[config.mk]
export PLATFORM = sky130hd
export DESIGN_NAME = m68k_instruction_cycle_estimator_unit_flat
export DESIGN_NICKNAME = d
export VERILOG_FILES = /design/src/hw/rtl/mice_pkg.sv /design/src/hw/rtl/mice_if.sv /design/src/hw/rtl/mice_decode.sv /design/src/hw/rtl/mice_ea_lookup.sv /design/src/hw/rtl/m68k_instruction_cycle_estimator_unit.sv /design/src/flat_wrapper.sv
export SDC_FILE = /design/constraint.sdc
export NUM_CORES = 1
export LEC_CHECK = 0
export ABC_AREA = 1
export ABC_CLOCK_PERIOD_IN_PS = 2900
export BUFFER_PORTS_ARGS = -buffer_cell sky130_fd_sc_hd__buf_2
export CAP_MARGIN = 25
export CORE_UTILIZATION = 57
export DETAILED_ROUTE_END_ITERATION = 7
export PLACE_DENSITY = 0.87
export RECOVER_POWER = 100
export SLEW_MARGIN = 20
export SYNTH_ARGS = -nofsm -noshare
export SYNTH_HDL_FRONTEND = slang
export SYNTH_SLANG_ARGS = --single-unit
[constraint.sdc]
create_clock -name clk_i -period 2.9 [get_ports clk_i]
set_input_delay 0.145 -clock clk_i [delete_from_list [all_inputs] [get_ports clk_i]]
set_output_delay 0.145 -clock clk_i [all_outputs]
set_load 0.05 [all_outputs]
[src/hw/rtl/mice_pkg.sv]
// Package: mnemonic, kind and mode codes, stage payload types, cycle tables.
package mice_pkg;

  typedef enum logic [4:0] {
    ACT_ADD   = 5'd0,
    ACT_SUB   = 5'd1,
    ACT_ADDA  = 5'd2,
    ACT_SUBA  = 5'd3,
    ACT_AND   = 5'd4,
    ACT_OR    = 5'd5,
    ACT_CMP   = 5'd6,
    ACT_CMPA  = 5'd7,
    ACT_EOR   = 5'd8,
    ACT_DIVS  = 5'd9,
    ACT_DIVU  = 5'd10,
    ACT_MULS  = 5'd11,
    ACT_MULU  = 5'd12,
    ACT_ANDI  = 5'd13,
    ACT_EORI  = 5'd14,
    ACT_ORI   = 5'd15,
    ACT_ADDI  = 5'd16,
    ACT_SUBI  = 5'd17,
    ACT_ADDQ  = 5'd18,
    ACT_SUBQ  = 5'd19,
    ACT_CMPI  = 5'd20,
    ACT_MOVEQ = 5'd21,
    ACT_NEG   = 5'd22,
    ACT_NEGX  = 5'd23,
    ACT_NOT   = 5'd24,
    ACT_CLR   = 5'd25,
    ACT_OTHER = 5'd26
  } action_e;

  typedef enum logic [1:0] {
    KIND_EA    = 2'd0,
    KIND_CCR   = 2'd1,
    KIND_SR    = 2'd2,
    KIND_OTHER = 2'd3
  } kind_e;

  typedef enum logic [3:0] {
    MODE_DN    = 4'd0,
    MODE_AN    = 4'd1,
    MODE_AI    = 4'd2,
    MODE_PI    = 4'd3,
    MODE_PD    = 4'd4,
    MODE_D16AN = 4'd5,
    MODE_D8AN  = 4'd6,
    MODE_ABSW  = 4'd7,
    MODE_ABSL  = 4'd8,
    MODE_D16PC = 4'd9,
    MODE_D8PC  = 4'd10,
    MODE_IMM   = 4'd11,
    MODE_OTHER = 4'd12
  } mode_e;

  localparam int unsigned CountW = 8;
  localparam int unsigned EaW    = 5;
  localparam logic [CountW-1:0] MaxCount = 8'd154;

  // Decode stage result.
  typedef struct packed {
    logic [CountW-1:0] base;
    logic              src_en;
    logic [3:0]        src_mode;
    logic              src_long;
    logic              dst_en;
    logic [3:0]        dst_mode;
    logic              dst_long;
  } dec_t;

  // Lookup stage result.
  typedef struct packed {
    logic [CountW-1:0] base;
    logic [EaW-1:0]    src_cost;
    logic [EaW-1:0]    dst_cost;
  } ea_t;

  // Effective-address cycles; long column is word column plus 4 where nonzero.
  function automatic logic [EaW-1:0] ea_cost(input logic [3:0] mode, input logic lng);
    logic [EaW-1:0] c;
    case (mode) inside
      MODE_AI, MODE_PI, MODE_IMM:          c = 5'd4;
      MODE_PD:                             c = 5'd6;
      MODE_D16AN, MODE_ABSW, MODE_D16PC:   c = 5'd8;
      MODE_D8AN, MODE_D8PC:                c = 5'd10;
      MODE_ABSL:                           c = 5'd12;
      default:                             c = 5'd0;
    endcase
    if (lng && (c != 5'd0)) begin
      c = c + 5'd4;
    end
    return c;
  endfunction

  // CLR table; unknown and PC-relative modes count as Dn.
  function automatic logic [CountW-1:0] clr_cost(input logic [3:0] mode, input logic lng);
    logic [CountW-1:0] c;
    case (mode) inside
      MODE_AN:             c = 8'd0;
      MODE_AI, MODE_PI:    c = lng ? 8'd12 : 8'd8;
      MODE_PD:             c = lng ? 8'd14 : 8'd10;
      MODE_D16AN, MODE_ABSW: c = lng ? 8'd16 : 8'd12;
      MODE_D8AN, MODE_ABSL:  c = lng ? 8'd20 : 8'd16;
      default:             c = lng ? 8'd6 : 8'd4;
    endcase
    return c;
  endfunction

endpackage

[src/hw/rtl/mice_if.sv]
// Interfaces: instruction descriptor channel and cycle count channel.
interface mice_in_if;
  logic       valid;
  logic       ready;
  logic [4:0] action;
  logic       op_is_long;
  logic [1:0] src_kind;
  logic [3:0] src_mode;
  logic       src_is_long;
  logic [1:0] dst_kind;
  logic [3:0] dst_mode;
  logic       dst_is_long;

  modport source (
    output valid, action, op_is_long, src_kind, src_mode, src_is_long,
           dst_kind, dst_mode, dst_is_long,
    input  ready
  );
  modport sink (
    input  valid, action, op_is_long, src_kind, src_mode, src_is_long,
           dst_kind, dst_mode, dst_is_long,
    output ready
  );
endinterface

interface mice_out_if;
  logic       valid;
  logic       ready;
  logic [7:0] cycle_count;

  modport source (output valid, cycle_count, input ready);
  modport sink (input valid, cycle_count, output ready);
endinterface

[src/hw/rtl/mice_decode.sv]
// Stage 1: mnemonic decode to base cycle count and EA enables.
module mice_decode
  import mice_pkg::*;
(
  input  logic         clk_i,
  input  logic         rst_ni,
  mice_in_if.sink      in_i,
  output logic         valid_o,
  output dec_t         data_o,
  input  logic         ready_i
);

  logic              valid_q;
  dec_t              data_q;
  dec_t              data_d;
  logic [CountW-1:0] base;
  logic              add_ea;
  logic              lng;
  logic              dst_reg;

  assign lng     = in_i.op_is_long;
  assign dst_reg = (in_i.dst_mode == MODE_DN) || (in_i.dst_mode == MODE_AN);

  always_comb begin
    base   = '0;
    add_ea = 1'b0;
    unique case (in_i.action) inside
      ACT_ADD, ACT_SUB, ACT_AND, ACT_OR: begin
        if (in_i.src_kind == KIND_EA) begin
          base = lng ? 8'd6 : 8'd4;
        end else begin
          base = lng ? 8'd12 : 8'd8;
        end
        add_ea = 1'b1;
      end
      ACT_ADDA, ACT_SUBA: begin
        base   = lng ? 8'd6 : 8'd8;
        add_ea = 1'b1;
      end
      ACT_CMP: begin
        base   = lng ? 8'd6 : 8'd4;
        add_ea = 1'b1;
      end
      ACT_CMPA: begin
        base   = 8'd6;
        add_ea = 1'b1;
      end
      ACT_EOR: begin
        if (in_i.dst_mode == MODE_DN) begin
          base = lng ? 8'd6 : 8'd4;
        end else begin
          base = lng ? 8'd12 : 8'd8;
        end
        add_ea = 1'b1;
      end
      ACT_DIVS: begin base = 8'd122; add_ea = 1'b1; end
      ACT_DIVU: begin base = 8'd108; add_ea = 1'b1; end
      ACT_MULS: begin base = 8'd42;  add_ea = 1'b1; end
      ACT_MULU: begin base = 8'd40;  add_ea = 1'b1; end
      ACT_ANDI, ACT_EORI, ACT_ORI, ACT_ADDI, ACT_SUBI: begin
        // status register forms only exist for the logic immediates
        if ((in_i.action != ACT_ADDI) && (in_i.action != ACT_SUBI) &&
            ((in_i.dst_kind == KIND_CCR) || (in_i.dst_kind == KIND_SR))) begin
          base = 8'd16;
        end else if (in_i.dst_mode == MODE_DN) begin
          base = lng ? 8'd14 : 8'd8;
        end else begin
          base   = lng ? 8'd20 : 8'd12;
          add_ea = 1'b1;
        end
      end
      ACT_ADDQ, ACT_SUBQ, ACT_NEG, ACT_NEGX, ACT_NOT: begin
        if (dst_reg) begin
          if ((in_i.action == ACT_ADDQ) || (in_i.action == ACT_SUBQ)) begin
            base = lng ? 8'd8 : 8'd4;
          end else begin
            base = lng ? 8'd6 : 8'd4;
          end
        end else begin
          base   = lng ? 8'd12 : 8'd8;
          add_ea = 1'b1;
        end
      end
      ACT_CMPI: begin
        base   = lng ? 8'd12 : 8'd8;
        add_ea = 1'b1;
      end
      ACT_MOVEQ: base = 8'd4;
      ACT_CLR:   base = clr_cost(in_i.dst_mode, in_i.dst_is_long);
      default:   base = '0;
    endcase
  end

  always_comb begin
    data_d.base     = base;
    data_d.src_en   = add_ea && (in_i.src_kind == KIND_EA);
    data_d.src_mode = in_i.src_mode;
    data_d.src_long = in_i.src_is_long;
    data_d.dst_en   = add_ea && (in_i.dst_kind == KIND_EA);
    data_d.dst_mode = in_i.dst_mode;
    data_d.dst_long = in_i.dst_is_long;
  end

  assign in_i.ready = !valid_q || ready_i;

  always_ff @(posedge clk_i or negedge rst_ni) begin
    if (!rst_ni) begin
      valid_q <= 1'b0;
    end else if (in_i.ready) begin
      valid_q <= in_i.valid;
    end
  end

  always_ff @(posedge clk_i) begin
    if (in_i.valid && in_i.ready) begin
      data_q <= data_d;
    end
  end

  assign valid_o = valid_q;
  assign data_o  = data_q;

endmodule

[src/hw/rtl/mice_ea_lookup.sv]
// Stage 2: effective-address cycle lookup for both operands.
module mice_ea_lookup
  import mice_pkg::*;
(
  input  logic clk_i,
  input  logic rst_ni,
  input  logic valid_i,
  input  dec_t data_i,
  output logic ready_o,
  output logic valid_o,
  output ea_t  data_o,
  input  logic ready_i
);

  logic valid_q;
  ea_t  data_q;
  ea_t  data_d;

  always_comb begin
    data_d.base     = data_i.base;
    data_d.src_cost = data_i.src_en ? ea_cost(data_i.src_mode, data_i.src_long) : '0;
    data_d.dst_cost = data_i.dst_en ? ea_cost(data_i.dst_mode, data_i.dst_long) : '0;
  end

  assign ready_o = !valid_q || ready_i;

  always_ff @(posedge clk_i or negedge rst_ni) begin
    if (!rst_ni) begin
      valid_q <= 1'b0;
    end else if (ready_o) begin
      valid_q <= valid_i;
    end
  end

  always_ff @(posedge clk_i) begin
    if (valid_i && ready_o) begin
      data_q <= data_d;
    end
  end

  assign valid_o = valid_q;
  assign data_o  = data_q;

endmodule

[src/hw/rtl/m68k_instruction_cycle_estimator_unit.sv]
// Top level: 68000 worst-case instruction cycle estimator, three-stage pipeline.
// Decode, EA lookup and final add each take one stage, registered in that order.
// Throughput: one beat per cycle while out_o is not stalled.
// Each stage holds its own valid bit and loads whenever it is empty or drains, so
// bubbles are squeezed out while the output stalls.
// Reset (rst_ni low, async) clears all valid bits; payload registers are not reset.
module m68k_instruction_cycle_estimator_unit
  import mice_pkg::*;
(
  input  logic      clk_i,
  input  logic      rst_ni,
  mice_in_if.sink   in_i,
  mice_out_if.source out_o
);

  // stage 1 -> stage 2
  logic dec_valid;
  dec_t dec_data;
  logic dec_ready;

  // stage 2 -> stage 3
  logic ea_valid;
  ea_t  ea_data;
  logic ea_ready;

  // stage 3: output register holding the summed count
  logic              out_valid_q;
  logic [CountW-1:0] count_q;
  logic [CountW-1:0] count_d;

  mice_decode u_decode (
    .clk_i   (clk_i),
    .rst_ni  (rst_ni),
    .in_i    (in_i),
    .valid_o (dec_valid),
    .data_o  (dec_data),
    .ready_i (dec_ready)
  );

  mice_ea_lookup u_ea_lookup (
    .clk_i   (clk_i),
    .rst_ni  (rst_ni),
    .valid_i (dec_valid),
    .data_i  (dec_data),
    .ready_o (dec_ready),
    .valid_o (ea_valid),
    .data_o  (ea_data),
    .ready_i (ea_ready)
  );

  // Worst case 122 + 16 + 16 = 154, so 8 bits never wrap.
  assign count_d = ea_data.base
                 + CountW'(ea_data.src_cost)
                 + CountW'(ea_data.dst_cost);

  assign ea_ready = !out_valid_q || out_o.ready;

  always_ff @(posedge clk_i or negedge rst_ni) begin
    if (!rst_ni) begin
      out_valid_q <= 1'b0;
    end else if (ea_ready) begin
      out_valid_q <= ea_valid;
    end
  end

  always_ff @(posedge clk_i) begin
    if (ea_valid && ea_ready) begin
      count_q <= count_d;
    end
  end

  assign out_o.valid       = out_valid_q;
  assign out_o.cycle_count = count_q;

endmodule

[src/flat_wrapper.sv]
// flat-port wrapper written by rule: the top's interface ports become plain ports
module m68k_instruction_cycle_estimator_unit_flat import mice_pkg::*;
  (clk_i, rst_ni, in_i_valid, in_i_action, in_i_op_is_long, in_i_src_kind, in_i_src_mode, in_i_src_is_long, in_i_dst_kind, in_i_dst_mode, in_i_dst_is_long, in_i_ready, out_o_valid, out_o_cycle_count, out_o_ready);
  mice_in_if in_i_i ();
  mice_out_if out_o_i ();
  input  logic clk_i;
  input  logic rst_ni;
  input wire logic [$bits(in_i_i.valid)-1:0] in_i_valid;
  input wire logic [$bits(in_i_i.action)-1:0] in_i_action;
  input wire logic [$bits(in_i_i.op_is_long)-1:0] in_i_op_is_long;
  input wire logic [$bits(in_i_i.src_kind)-1:0] in_i_src_kind;
  input wire logic [$bits(in_i_i.src_mode)-1:0] in_i_src_mode;
  input wire logic [$bits(in_i_i.src_is_long)-1:0] in_i_src_is_long;
  input wire logic [$bits(in_i_i.dst_kind)-1:0] in_i_dst_kind;
  input wire logic [$bits(in_i_i.dst_mode)-1:0] in_i_dst_mode;
  input wire logic [$bits(in_i_i.dst_is_long)-1:0] in_i_dst_is_long;
  output wire logic [$bits(in_i_i.ready)-1:0] in_i_ready;
  output wire logic [$bits(out_o_i.valid)-1:0] out_o_valid;
  output wire logic [$bits(out_o_i.cycle_count)-1:0] out_o_cycle_count;
  input wire logic [$bits(out_o_i.ready)-1:0] out_o_ready;
  assign in_i_i.valid = in_i_valid;
  assign in_i_i.action = in_i_action;
  assign in_i_i.op_is_long = in_i_op_is_long;
  assign in_i_i.src_kind = in_i_src_kind;
  assign in_i_i.src_mode = in_i_src_mode;
  assign in_i_i.src_is_long = in_i_src_is_long;
  assign in_i_i.dst_kind = in_i_dst_kind;
  assign in_i_i.dst_mode = in_i_dst_mode;
  assign in_i_i.dst_is_long = in_i_dst_is_long;
  assign in_i_ready = in_i_i.ready;
  assign out_o_valid = out_o_i.valid;
  assign out_o_cycle_count = out_o_i.cycle_count;
  assign out_o_i.ready = out_o_ready;
  m68k_instruction_cycle_estimator_unit u_core (.clk_i(clk_i), .rst_ni(rst_ni), .in_i(in_i_i), .out_o(out_o_i));
endmodule
# [Word level (Yosys, flattened, before mapping)]
# Cells that the tools add are included.
# W data, S select, Z words.
[op_classes] bitwise_logic=0 n_eq_ne=57 div=0 n_reduce_logical=38 shifts=0 order_cmp=0 n_mul=0 add_sub_neg=4 mux=39
[ops] operator="$pmux W8 S14" count=1
[ops] operator="$mux W5" count=14
[ops] operator="$eq A5 B5 Y1 const B" count=10
[ops] operator="$eq A4 B3 Y1 const B" count=12
[ops] operator="$mux W4" count=11
[ops] operator="$eq A5 B4 Y1 const B" count=8
[ops] operator="$eq A4 B4 Y1 const B" count=9
[ops] operator="$eq A4 B2 Y1 const B" count=6
[ops] operator="$eq A5 B3 Y1 const B" count=4
[ops] operator="$add A8 B5 Y8" count=2
[ops] operator="$mux W8" count=2
[ops] operator="$mux W3" count=5
[ops] operator="$reduce_or A14 Y1" count=1
[ops] operator="$reduce_or A2 Y1" count=6
[ops] operator="$reduce_or A3 Y1" count=4
[ops] operator="$add A5 B3 Y5 const B" count=2
[ops] operator="$eq A5 B2 Y1 const B" count=2
[ops] operator="$ne A5 B5 Y1 const B" count=2
[ops] operator="$reduce_bool A5 Y1" count=2
[ops] operator="$reduce_or A5 Y1" count=2
[ops] operator="$logic_and A1 B1 Y1" count=9
[ops] operator="$logic_or A1 B1 Y1" count=6
[ops] operator="$eq A5 B1 Y1 const B" count=1
[ops] operator="$logic_not A5 Y1" count=1
[ops] operator="other kinds (10)" count=16
[totals] latch_bits=0 mem_bits_rw=0 elab_cells=152 mem_count=0 rom_bits=0 out_inout_bits=10 reg_bits=49

# [Depth between registers and ports, before layout]
# Gate-level depths: netlist of the first run.
[logic_depth] depth_word=9 depth_mapped=10

# [Modules after synthesis]
# A second synthesis of the first run with hierarchy kept.
[unflattened] cells_unflattened=332 area_unflattened_um2=2768.9
[by_module_without_submodules] module="mice_decode" seq_area_each_um2=565.5 cells_per_inst=178 instances=1 area_each_um2=1292.5
[by_module_without_submodules] module="mice_ea_lookup" seq_area_each_um2=505.5 cells_per_inst=83 instances=1 area_each_um2=808.3
[by_module_without_submodules] module="m68k_instruction_cycle_estimator_unit" seq_area_each_um2=265.3 cells_per_inst=71 instances=1 area_each_um2=668.1

# [Worst setup path before layout of the first run]
# No wires, ideal clock.
[synth_path] kind="register to register" startpoint="register u_core.out_valid_q (netlist: u_core.out_o.valid)" endpoint="register u_core.u_decode.data_q (netlist bit u_core.u_decode.data_o[0]), enable pin" period_less_slack_ps=2034 path_slack_ps=866 arrival_ps=1661 path_stages_with_launch=6 required_time_ps=2527 setup_ps=373 path_cell_list="dfrtp_1 nand2_1 nor2_1 nand2_1 nand2_1 inv_1"
[synth_via] elab_chain_cells=5
[synth_lines] item="start: declaration" line_no="m68k_instruction_cycle_estimator_unit.sv:27" source="logic out_valid_q;"
[synth_lines] item="start signal: assignment" line_no="m68k_instruction_cycle_estimator_unit.sv:62" source="out_valid_q <= ea_valid;"
[synth_lines] item="$logic_not A1 Y1" line_no="m68k_instruction_cycle_estimator_unit.sv:56" source="assign ea_ready = !out_valid_q || out_o.ready;"
[synth_lines] item="$logic_or A1 B1 Y1" line_no="m68k_instruction_cycle_estimator_unit.sv:56"
[synth_lines] item="$logic_or A1 B1 Y1" line_no="mice_ea_lookup.sv:25" source="assign ready_o = !valid_q || ready_i;"
[synth_lines] item="$logic_or A1 B1 Y1" line_no="mice_decode.sv:104" source="assign in_i.ready = !valid_q || ready_i;"
[synth_lines] item="named net in_i_ready" line_no="flat_wrapper.sv:17" source="output wire logic [$bits(in_i_i.ready)-1:0] in_i_ready;"
[synth_lines] item="$logic_and A1 B1 Y1" line_no="mice_decode.sv:115" source="if (in_i.valid && in_i.ready) begin"
[synth_lines] item="end signal: assignment" line_no="mice_decode.sv:116" source="data_q <= data_d;"
[synth_lines] item="end: declaration" line_no="mice_decode.sv:14" source="dec_t data_q;"
# The timed path passes the listed nets, and every way through them passes these cells.
# A chain may end at the register's enable or synchronous reset.

# [Worst setup path after layout of the first run]
[layout_path] startpoint="register u_core.u_ea_lookup.data_q (netlist bit u_core.u_ea_lookup.data_o[4])" endpoint="register u_core.count_q[7] (netlist: u_core.out_o.cycle_count[7]) (data pin)"
[layout_via] elab_chain_cells=1
[layout_lines] item="start: declaration" line_no="mice_ea_lookup.sv:16" source="ea_t data_q;"
[layout_lines] item="start signal: assignment" line_no="mice_ea_lookup.sv:37" source="data_q <= data_d;"
[layout_lines] item="$add A8 B5 Y8" line_no="m68k_instruction_cycle_estimator_unit.sv:54" source="+ CountW'(ea_data.dst_cost);"
[layout_lines] item="named net u_core.count_d[7]" line_no="m68k_instruction_cycle_estimator_unit.sv:29" source="logic [CountW-1:0] count_d;"
[layout_lines] item="end signal: assignment" line_no="m68k_instruction_cycle_estimator_unit.sv:68" source="count_q <= count_d;"
[layout_lines] item="end: declaration" line_no="m68k_instruction_cycle_estimator_unit.sv:28" source="logic [CountW-1:0] count_q;"
# The timed path passes the listed nets, and every way through them passes these cells.

==> results of run 1 <==
==> metrics by stage <==
step	area (µm²)	power (mW)	utilization
after floorplan	2530	1.37	-
after global placement	2730	1.49	0.660
after detailed placement	2730	1.52	0.660
after CTS	2830	1.86	0.682
after global routing	2800	1.96	0.675
final	2800	1.83	0.675
==> critical path: cells and delay by family, from the launching register on <==
kind            cells  cell delay, ns
compound gates      2            0.48
fa+ha+maj           2            0.85
flops               1            0.41
simple gates        3            0.20
==> placed cells by master, fill, tap and decap left out, types with 3 or more instances in the layout <==
cell and n:
nor2_4 5, ha_1 7, o21ai_0 7, inv_2 3, a21oi_1 7, nor2_1 33, clkbuf_1 17, clkbuf_8 5
nand2_2 5, dfrtp_1 3, nand4_1 5, nor3_1 5, inv_1 41, nor2_2 5, nand2_1 64, buf_2 16
fa_1 5, nand3_2 6, edfxtp_1 39, nand3_1 18
==> power groups by stage <==
stage	registers [mW]	clock network, mW	logic (mW)
2_1_floorplan	1.05	0	0.324
3_5_place_dp	0.888	0	0.634
4_1_cts	0.876	0.350	0.635
6_report	0.875	0.344	0.613
5_1_grt	0.896	0.377	0.687
3_3_place_gp	0.880	0	0.605
==> logic make-up (layout without fill, tap and decap cells) <==
| family | count (synthesis) | after routing | share of synthesized area |
|---|---|---|---|
| simple gates | 150 | 150 | 0.291 |
| buf+inv | 48 | 86 | 0.0765 |
| flops | 42 | 42 | 0.492 |
| compound gates | 22 | 22 | 0.0514 |
| fa+ha+maj | 12 | 12 | 0.0741 |
| xor+xnor | 4 | 4 | 0.0138 |
| other cells | 1 | 1 | 0.00148 |
==> flip-flops by register name (all words and copies together), names as in the netlist <==
name / flops
u_core.u_decode.data_o: 18
u_core.out_o.valid: 1
u_core.u_ea_lookup.data_o: 14
u_core.u_decode.valid_o: 1
u_core.u_ea_lookup.valid_o: 1
u_core.out_o.cycle_count: 7
==> how the worst max path moves through the flow <==
stage	startpoint	endpoint	slack, ns	depth (start not counted)
2_1_floorplan	u_core.out_o.valid	u_core.u_decode.data_o[0]	0.87	5
3_3_place_gp	u_core.u_ea_lookup.data_o[4]	u_core.out_o.cycle_count[7]	0.81	7
3_5_place_dp	u_core.u_ea_lookup.data_o[4]	u_core.out_o.cycle_count[7]	0.73	7
4_1_cts	u_core.u_ea_lookup.data_o[4]	u_core.out_o.cycle_count[7]	0.72	7
5_1_grt	u_core.u_ea_lookup.data_o[4]	u_core.out_o.cycle_count[7]	0.67	7
6_report	u_core.u_ea_lookup.data_o[4]	u_core.out_o.cycle_count[7]	0.73	7
==> layout make-up <==
cell class / instances / area (µm²) / area share
clock buffers: 6 / 72.6 / 0.0260
well taps: 50 / 62.6 / 0.0224
multi-input cells: 189 / 1080 / 0.388
flip-flops and latches: 42 / 1250 / 0.446
repair buffers: 33 / 150 / 0.0537
clock inverters: 2 / 8.76 / 0.00313
inverters: 45 / 171 / 0.0613
==> metal layers <==
layer | track usage | vias up | routed length, µm
met5 | 0 | - | 0
li1 | - | 986 | -
met3 | 0.0592 | 7 | 148
met1 | 0.228 | 846 | 1820
met4 | 0.0885 | 0 | 102
met2 | 0.392 | 45 | 2280
==> flow_summary.ini, run 1 <==
[floorplanning]
boundaryPins = 34
fp.dieArea_mm2 = 0.00472
die_width_um = 68.7
die_h_um = 68.7
initial_utilization = 0.611
row_count = 23
core-area_mm2 = 0.00414

[sta]
final_max_slew_viol_count = 0
setup-tns-final_ns = 0
rsz0062_at_grt = false
fmax_ghz = 0.461
clock_skew_ns = 0.00482
fin_crit_sh = 0.748
fin_crit_ns = 2.17
setup_viol_count_final = 0
hold_violations = 0
whs_ns = 0.0315
slew_headroom = 0.571
worst_pin_slew_ns = 0.643
finalWorstSetupSlack_ns = 0.730

[logic_synthesis]
synth_nets = 315
synth_top_cell_by_area = edfxtp_1
synth_area_per_cell_um2 = 9.08
synth_area_leaders = edfxtp_1, nand2_1, inv_1
synth_cells = 279
synthArstFlopShare = 0.0714
synth_edf_count = 39
synth_area_mm2 = 0.00253
synth_common_cells = nand2_1, inv_1, edfxtp_1, nor2_1, nand3_1
ys.flop_type = edfxtp_1
seq_area_frac_synth = 0.492
synth-seq-cells = 42
synth.most_common_cell = nand2_1
synth.distinct_cells = 30
yosysWarnings = 0
synth_top_area_frac = 0.462

[worst_setup_path]
slowest_delay_ns = 0.49
r2r_setup_slack_ns = 0.73
arrival_ns = 2.22
rr_worst_depth = 7
timing.rr.start = u_core.u_ea_lookup.data_o[4]
cp-start-kind = register
crit_required_ns = 2.95
crit_chain = fa_1 -> ha_1 -> nand2_1 -> nor2_1 -> a211oi_1 -> nor2_1 -> o21a_1
cp_slowest_cell = fa_1
worst-path-max-fanout = 4
crit_top_cell = nor2_1
end_kind = register
criticalPathCategory = register to register
r2r_end = u_core.out_o.cycle_count[7]

[placed_design]
gp_congestion = 0.929
hpwlAfterDp_um = 3530
place_ws_ns = 0.732
io_buffers = 32
placedCellCount = 358

[global_route]
grt_antenna_before_repair = 0
grt_usage = 0.214
grt.overflow.total = 0
grt_max_degree = 19
grt_pass1_vias = 1732
grt_pass1_wl_um = 7110

[clock_tree]
cts_hold_buf = 1
cts_tree = done
post-cts-setup-buffers = 0
h-tree-depth = 2
clockRootBuffer = clkbuf_8
cts_made_buffers = 5
clock-sinks = 42
ctsResizeCount = 0
insertion_delay_ns = 0.29
path_clk_slew_ns = 0.07
clock_path_buffers = 2

[status]
outcome = finished clean

[hold_path]
min_path_type = primary input to register
min_to = u_core.u_decode.data_o[10]
min_from = in_i_src_mode[3]
holdPathStages = 1

[power]
power_density_mw_per_mm2 = 655
pwr-share-comb = 0.335
p_clk_frac = 0.188
p_leak_nw = 1.27
ir_drop_uv = 259
p_sw_frac = 0.365
p_seq_frac = 0.478
switchingPower_uw = 668
intPower_mw = 1.16

[cells_and_area]
post_layout_nonfiller_instances = 367
syn2layout_area_growth_pct = 10.3
num-fill-cells = 328
final_layout_size_suffix_gt1_frac = 0.161
layout.nets = 352
num_antenna_cells = 0

[route]
viasPerCell = 5.13
vias = 1884
dr.pass1.iters = 4
drc = 0
drtAntennaViolNets = 0
wl_per_cell_um = 11.9
wl_um = 4350
drtIter0Drc = 128

[run]
maxCapViolCount = 0
(Power assumes the default switching activity.)
==> run 2: changes to the inputs <==
--- a/config.mk
+++ b/config.mk
@@ -6,12 +6,12 @@
 export NUM_CORES = 1
 export LEC_CHECK = 0
 export ABC_AREA = 1
-export ABC_CLOCK_PERIOD_IN_PS = 2900
+export ABC_CLOCK_PERIOD_IN_PS = 1800
 export BUFFER_PORTS_ARGS = -buffer_cell sky130_fd_sc_hd__buf_2
 export CAP_MARGIN = 25
-export CORE_UTILIZATION = 57
+export CORE_UTILIZATION = 52
 export DETAILED_ROUTE_END_ITERATION = 7
-export PLACE_DENSITY = 0.87
+export PLACE_DENSITY = 0.84
 export RECOVER_POWER = 100
 export SLEW_MARGIN = 20
 export SYNTH_ARGS = -nofsm -noshare
==> constraint.sdc (replaced) <==
create_clock -name clk_i -period 1.8 [get_ports clk_i]
set_input_delay 0.09 -clock clk_i [delete_from_list [all_inputs] [get_ports clk_i]]
set_output_delay 0.09 -clock clk_i [all_outputs]
set_load 0.05 [all_outputs]
==> run 2 against run 1 <==
Compared with the run above:
- the flow now finishes with violations (negative setup slack)
- combinational power rose by 88%
- register-to-register slack got worse by 0.92 ns
- critical path depth fell by 1
- first-iteration DRC count fell by 25%
- worst setup slack got worse by 0.92 ns
- utilization fell by 4.8 points
- maximum frequency rose by 8.8%
- sequential power rose by 61%
- cell area rose by 5.1%
- global-route usage fell by 1.7 points
- power rose by 71%
- via count rose by 2.7%
==> flow_summary.ini, run 2 (same netlist as run 1, synthesis figures left out) <==
[status]
outcome = complete, but fails checks
failed_checks = negative setup slack

[cells_and_area]
num_antenna_cells = 0
final_cell_mix = nand2_1, edfxtp_1, inv_1
largest_register_ffs = 18
syn2layout_area_growth_pct = 16.0
finalInstanceArea_mm2 = 0.00294
num-fill-cells = 390
layout.nets = 361
final_layout_size_suffix_gt1_frac = 0.215
final_util = 0.626
layout_commonest_cell = nand2_1

[worst_setup_path]
end_kind = register
crit_start = u_core.u_ea_lookup.data_o[7]
rr_worst_depth = 6
cp-start-kind = register
r2r_end = u_core.out_o.cycle_count[6]
crit_required_ns = 1.84
criticalPathCategory = register to register
r2r_setup_slack_ns = -0.19
worst-path-max-fanout = 2
arrival_ns = 2.04
timing.rr.start = u_core.u_ea_lookup.data_o[7]

[sta]
setup-tns-final_ns = -0.842
clock_skew_ns = 0.00344
final_max_slew_viol_count = 0
hold_violations = 0
fin_crit_sh = 1.11
fin_crit_ns = 1.99
fmax_ghz = 0.502
worst_pin_slew_ns = 0.597
rsz0062_at_grt = true
slew_headroom = 0.604
setup_viol_count_final = 5
finalWorstSetupSlack_ns = -0.193

[placed_design]
place_area_mm2 = 0.00279
gp_congestion = 0.931
io_buffers = 32
place_ws_ns = -0.209
hpwlAfterDp_um = 3590

[hold_path]
min_path_type = primary input to register
min_to = u_core.out_o.valid
min_from = out_o_ready
holdPathStages = 4

[clock_tree]
insertion_delay_ns = 0.29
clock-sinks = 42
cts_made_buffers = 5
h-tree-depth = 2
clock_path_buffers = 2
cts_tree = done
clockRootBuffer = clkbuf_8
path_clk_slew_ns = 0.07

[power]
p_leak_nw = 1.31
pwr-share-comb = 0.368
p_sw_frac = 0.366
power_density_mw_per_mm2 = 1070
ir_drop_uv = 489
switchingPower_mw = 1.15
p_seq_frac = 0.451
intPower_mw = 1.98
p_clk_frac = 0.181

[floorplanning]
die_h_um = 71.8
die_width_um = 71.8
fp.dieArea_mm2 = 0.00516
row_count = 25
boundaryPins = 34
core-area_mm2 = 0.00469
initial_utilization = 0.540

[route]
dr.pass1.iters = 5
drtIter0Drc = 96
drc = 0
drtAntennaViolNets = 0
wl_per_cell_um = 12.2
wl_um = 4630
viasPerCell = 5.09
vias = 1934

[global_route]
grt_pass1_vias = 1834
grt_pass1_wl_um = 7650
grt_usage = 0.197
grt.overflow.total = 0
grt_antenna_before_repair = 0
grt_max_degree = 19

[run]
maxCapViolCount = 0
-- run 2: cell types whose count changed in the layout (fill, tap and decap cells not counted), sizes merged --
cell	delta
dlygate4sd3	+5
inv	-1
clkinvlp	+2
buf	+2
clkbuf	+1
-- run 2: final cells by class --
cell class              count  area [µm²]  area share
well taps                  54        67.6      0.0230
clock inverters             3        16.3     0.00553
multi-input cells         189        1140       0.387
clock buffers               5        68.8      0.0234
repair buffers             42         226      0.0771
inverters                  45         175      0.0596
flip-flops and latches     42        1250       0.424
-- run 2: critical path, stage by stage, from the launching register on --
cell	delay [ns]
edfxtp_1	0.40
fa_1	0.56
ha_2	0.17
inv_2	0.04
fa_2	0.36
o21ai_2	0.14
xor2_1	0.07
-- run 2: routing by layer --
metal | up-vias | part of all wire | GRT usage | wire length, µm
met5 | - | 0 | 0 | 0
met4 | 0 | 0.014 | 0.111 | 63
met3 | 4 | 0.027 | 0.0295 | 124
met2 | 39 | 0.56 | 0.382 | 2610
met1 | 896 | 0.40 | 0.199 | 1830
li1 | 995 | - | - | -
-- run 2: timing repair --
action,CTS,global route
pin swaps,5,2
setup buffers,0,1
gates resized for setup,1,9
hold buffers,6,0
endpoints found under the hold margin,8,0
setup endpoints to repair,5,7
-- run 2: worst max-delay path by stage --
| stage | slack, ns | depth (start not counted) | end |
|---|---|---|---|
| after floorplan | -0.13 | 7 | u_core.out_o.cycle_count[7] |
| after global placement | -0.14 | 6 | u_core.out_o.cycle_count[6] |
| after detailed placement | -0.21 | 6 | u_core.out_o.cycle_count[6] |
| after CTS | -0.20 | 7 | u_core.out_o.cycle_count[7] |
| after global routing | -0.29 | 7 | u_core.out_o.cycle_count[7] |
| final | -0.19 | 6 | u_core.out_o.cycle_count[6] |
-- run 2: power groups by stage --
stage / Clock [mW] / Combinational, mW / Sequential [mW]
floorplan: 0 / 0.592 / 1.69
global placement: 0 / 1.10 / 1.42
detailed placement: 0 / 1.15 / 1.43
CTS: 0.583 / 1.17 / 1.41
global route: 0.612 / 1.27 / 1.43
finish: 0.566 / 1.15 / 1.41
-- run 2: per-stage QoR --
stage | hold WS, ns | total power [mW] | cells
global route | 0.0933 | 3.31 | 380
CTS | 0.0216 | 3.16 | 379
floorplan | -0.206 | 2.28 | 279
detailed placement | -0.110 | 2.58 | 365
finish | 0.0626 | 3.13 | 380
global placement | -0.112 | 2.52 | 365
==> run 3: changes to the inputs <==
--- a/config.mk
+++ b/config.mk
@@ -9,9 +9,9 @@
 export ABC_CLOCK_PERIOD_IN_PS = 1800
 export BUFFER_PORTS_ARGS = -buffer_cell sky130_fd_sc_hd__buf_2
 export CAP_MARGIN = 25
-export CORE_UTILIZATION = 52
+export CORE_UTILIZATION = 40
 export DETAILED_ROUTE_END_ITERATION = 7
-export PLACE_DENSITY = 0.84
+export PLACE_DENSITY = 0.69
 export RECOVER_POWER = 100
 export SLEW_MARGIN = 20
 export SYNTH_ARGS = -nofsm -noshare
==> constraint.sdc (replaced) <==
create_clock -name clk_i -period 1.8 [get_ports clk_i]
set_input_delay 0.09 -clock clk_i [delete_from_list [all_inputs] [get_ports clk_i]]
set_output_delay 0.09 -clock clk_i [all_outputs]
set_load 0.02 [all_outputs]
==> run 3 against run 2 <==
Compared with the run above:
- the flow still finishes with violations (negative setup slack)
- sequential share of layout area down 0.15 points
- clock skew is 0.0017 ns higher
- routed wire length down 2.1%
- clock-buffer cell count is the same
- worst setup slack improved by 0.026 ns
- highest routed layer unchanged
==> flow_summary.ini, run 3 (same netlist as run 1, synthesis figures left out) <==
[status]
outcome = complete, but fails checks
failed_checks = negative setup slack

[placed_design]
place_ws_ns = -0.216
hpwlAfterDp_um = 3580
gp_congestion = 0.841
io_buffers = 32

[floorplanning]
row_count = 28
core-area_mm2 = 0.00603
die_width_um = 81.6
initial_utilization = 0.420
fp.dieArea_mm2 = 0.00666
boundaryPins = 34
die_h_um = 81.6

[power]
power.total_mw = 2.92
ir_drop_uv = 595
power_density_mw_per_mm2 = 989
p_leak_nw = 1.32

[hold_path]
min_path_type = primary input to register
min_from = in_i_valid

[global_route]
grt_pass1_vias = 1770
grt.overflow.total = 0
grt_usage = 0.144
grt_antenna_before_repair = 0
grt_max_degree = 19
grt_pass1_wl_um = 7130

[sta]
worst_pin_slew_ns = 0.517
fin_crit_ns = 1.97
hold_violations = 0
clock_skew_ns = 0.00516
setup_viol_count_final = 6
fin_crit_sh = 1.09
finalWorstSetupSlack_ns = -0.167
slew_headroom = 0.655
rsz0062_at_grt = true
final_max_slew_viol_count = 0
whs_ns = 0.0263
fmax_ghz = 0.508

[route]
dr.pass1.iters = 4
drtAntennaViolNets = 0
wl_um = 4540
wl_per_cell_um = 11.3
drtIter0Drc = 88
viasPerCell = 4.76
drc = 0
vias = 1914

[worst_setup_path]
crit_required_ns = 1.83
worst-path-max-fanout = 2
criticalPathCategory = register to register
end_kind = register
arrival_ns = 2.00
cp-start-kind = register
timing.rr.start = u_core.u_ea_lookup.data_o[7]
crit_start = u_core.u_ea_lookup.data_o[7]

[cells_and_area]
layout.nets = 363
num_antenna_cells = 0
final_cell_mix = nand2_1, inv_1, edfxtp_1
layout_commonest_cell = nand2_1
syn2layout_area_growth_pct = 16.3
final_layout_size_suffix_gt1_frac = 0.199
largest_register_ffs = 18
final_util = 0.489

[clock_tree]
cts_made_buffers = 5
clockRootBuffer = clkbuf_8
cts_tree = done
clock-sinks = 42
insertion_delay_ns = 0.28
clock_path_buffers = 2
path_clk_slew_ns = 0.07
h-tree-depth = 2

[run]
maxCapViolCount = 0
[run 3: area by class of cell]
class                           instances  area, µm²
Clock buffer                            5       68.8
Clock inverter                          2       10.0
Fill cell                             600       3080
Inverter                               45        171
Multi-Input combinational cell        189       1120
Sequential cell                        42       1250
Tap cell                               75       93.8
Timing Repair Buffer                   44        239
[run 3: routing by layer]
metal | track usage | wire (µm) | vias to the layer above
li1 | - | - | 1000
met2 | 0.283 | 2470 | 35
met5 | 0 | 0 | -
met3 | 0.0322 | 160 | 7
met1 | 0.138 | 1810 | 872
met4 | 0.0737 | 88 | 0
[run 3: worst paths after layout]
kind                                                 endpoint  slack (ns)  cells after the start
worst max-delay path              u_core.out_o.cycle_count[6]       -0.17                      6
worst min-delay path                  u_core.u_decode.valid_o        0.03                      3
worst max register to register    u_core.out_o.cycle_count[6]       -0.17                      6
worst min register to register  u_core.u_ea_lookup.data_o[12]        0.42                      0
max in group asynchronous             u_core.u_decode.valid_o        1.51                      2
min in group asynchronous                  u_core.out_o.valid        0.14                      2
[run 3: repair_timing]
| action | in CTS | in global routing |
|---|---|---|
| hold buffers | 6 | 0 |
| endpoints found under the setup margin | 5 | 7 |
| hold endpoints to repair | 8 | 0 |
| resized for setup | 0 | 6 |
| pin swaps | 2 | 3 |
| buffers inserted | 1 | 1 |
[run 3: worst max-delay path, stage by stage, from the launching register on]
cell	delay (ns)
edfxtp_1	0.40
fa_1	0.56
ha_1	0.16
inv_2	0.04
fa_2	0.35
o21ai_2	0.13
xor2_1	0.08
[run 3: power by group]
part | switching [mW] | internal, mW
Clock | 0.282 | 0.260
Sequential | 0.0726 | 1.34
Combinational | 0.581 | 0.384
Total | 0.936 | 1.98
[run 3: per-stage QoR]
step / TNS [ns] / instance area (µm²) / cells
2_1_floorplan: -0.404 / 2560 / 279
3_3_place_gp: -0.607 / 2820 / 387
3_5_place_dp: -0.878 / 2820 / 387
4_1_cts: -0.773 / 2970 / 401
5_1_grt: -1.27 / 2950 / 402
6_report: -0.707 / 2950 / 402
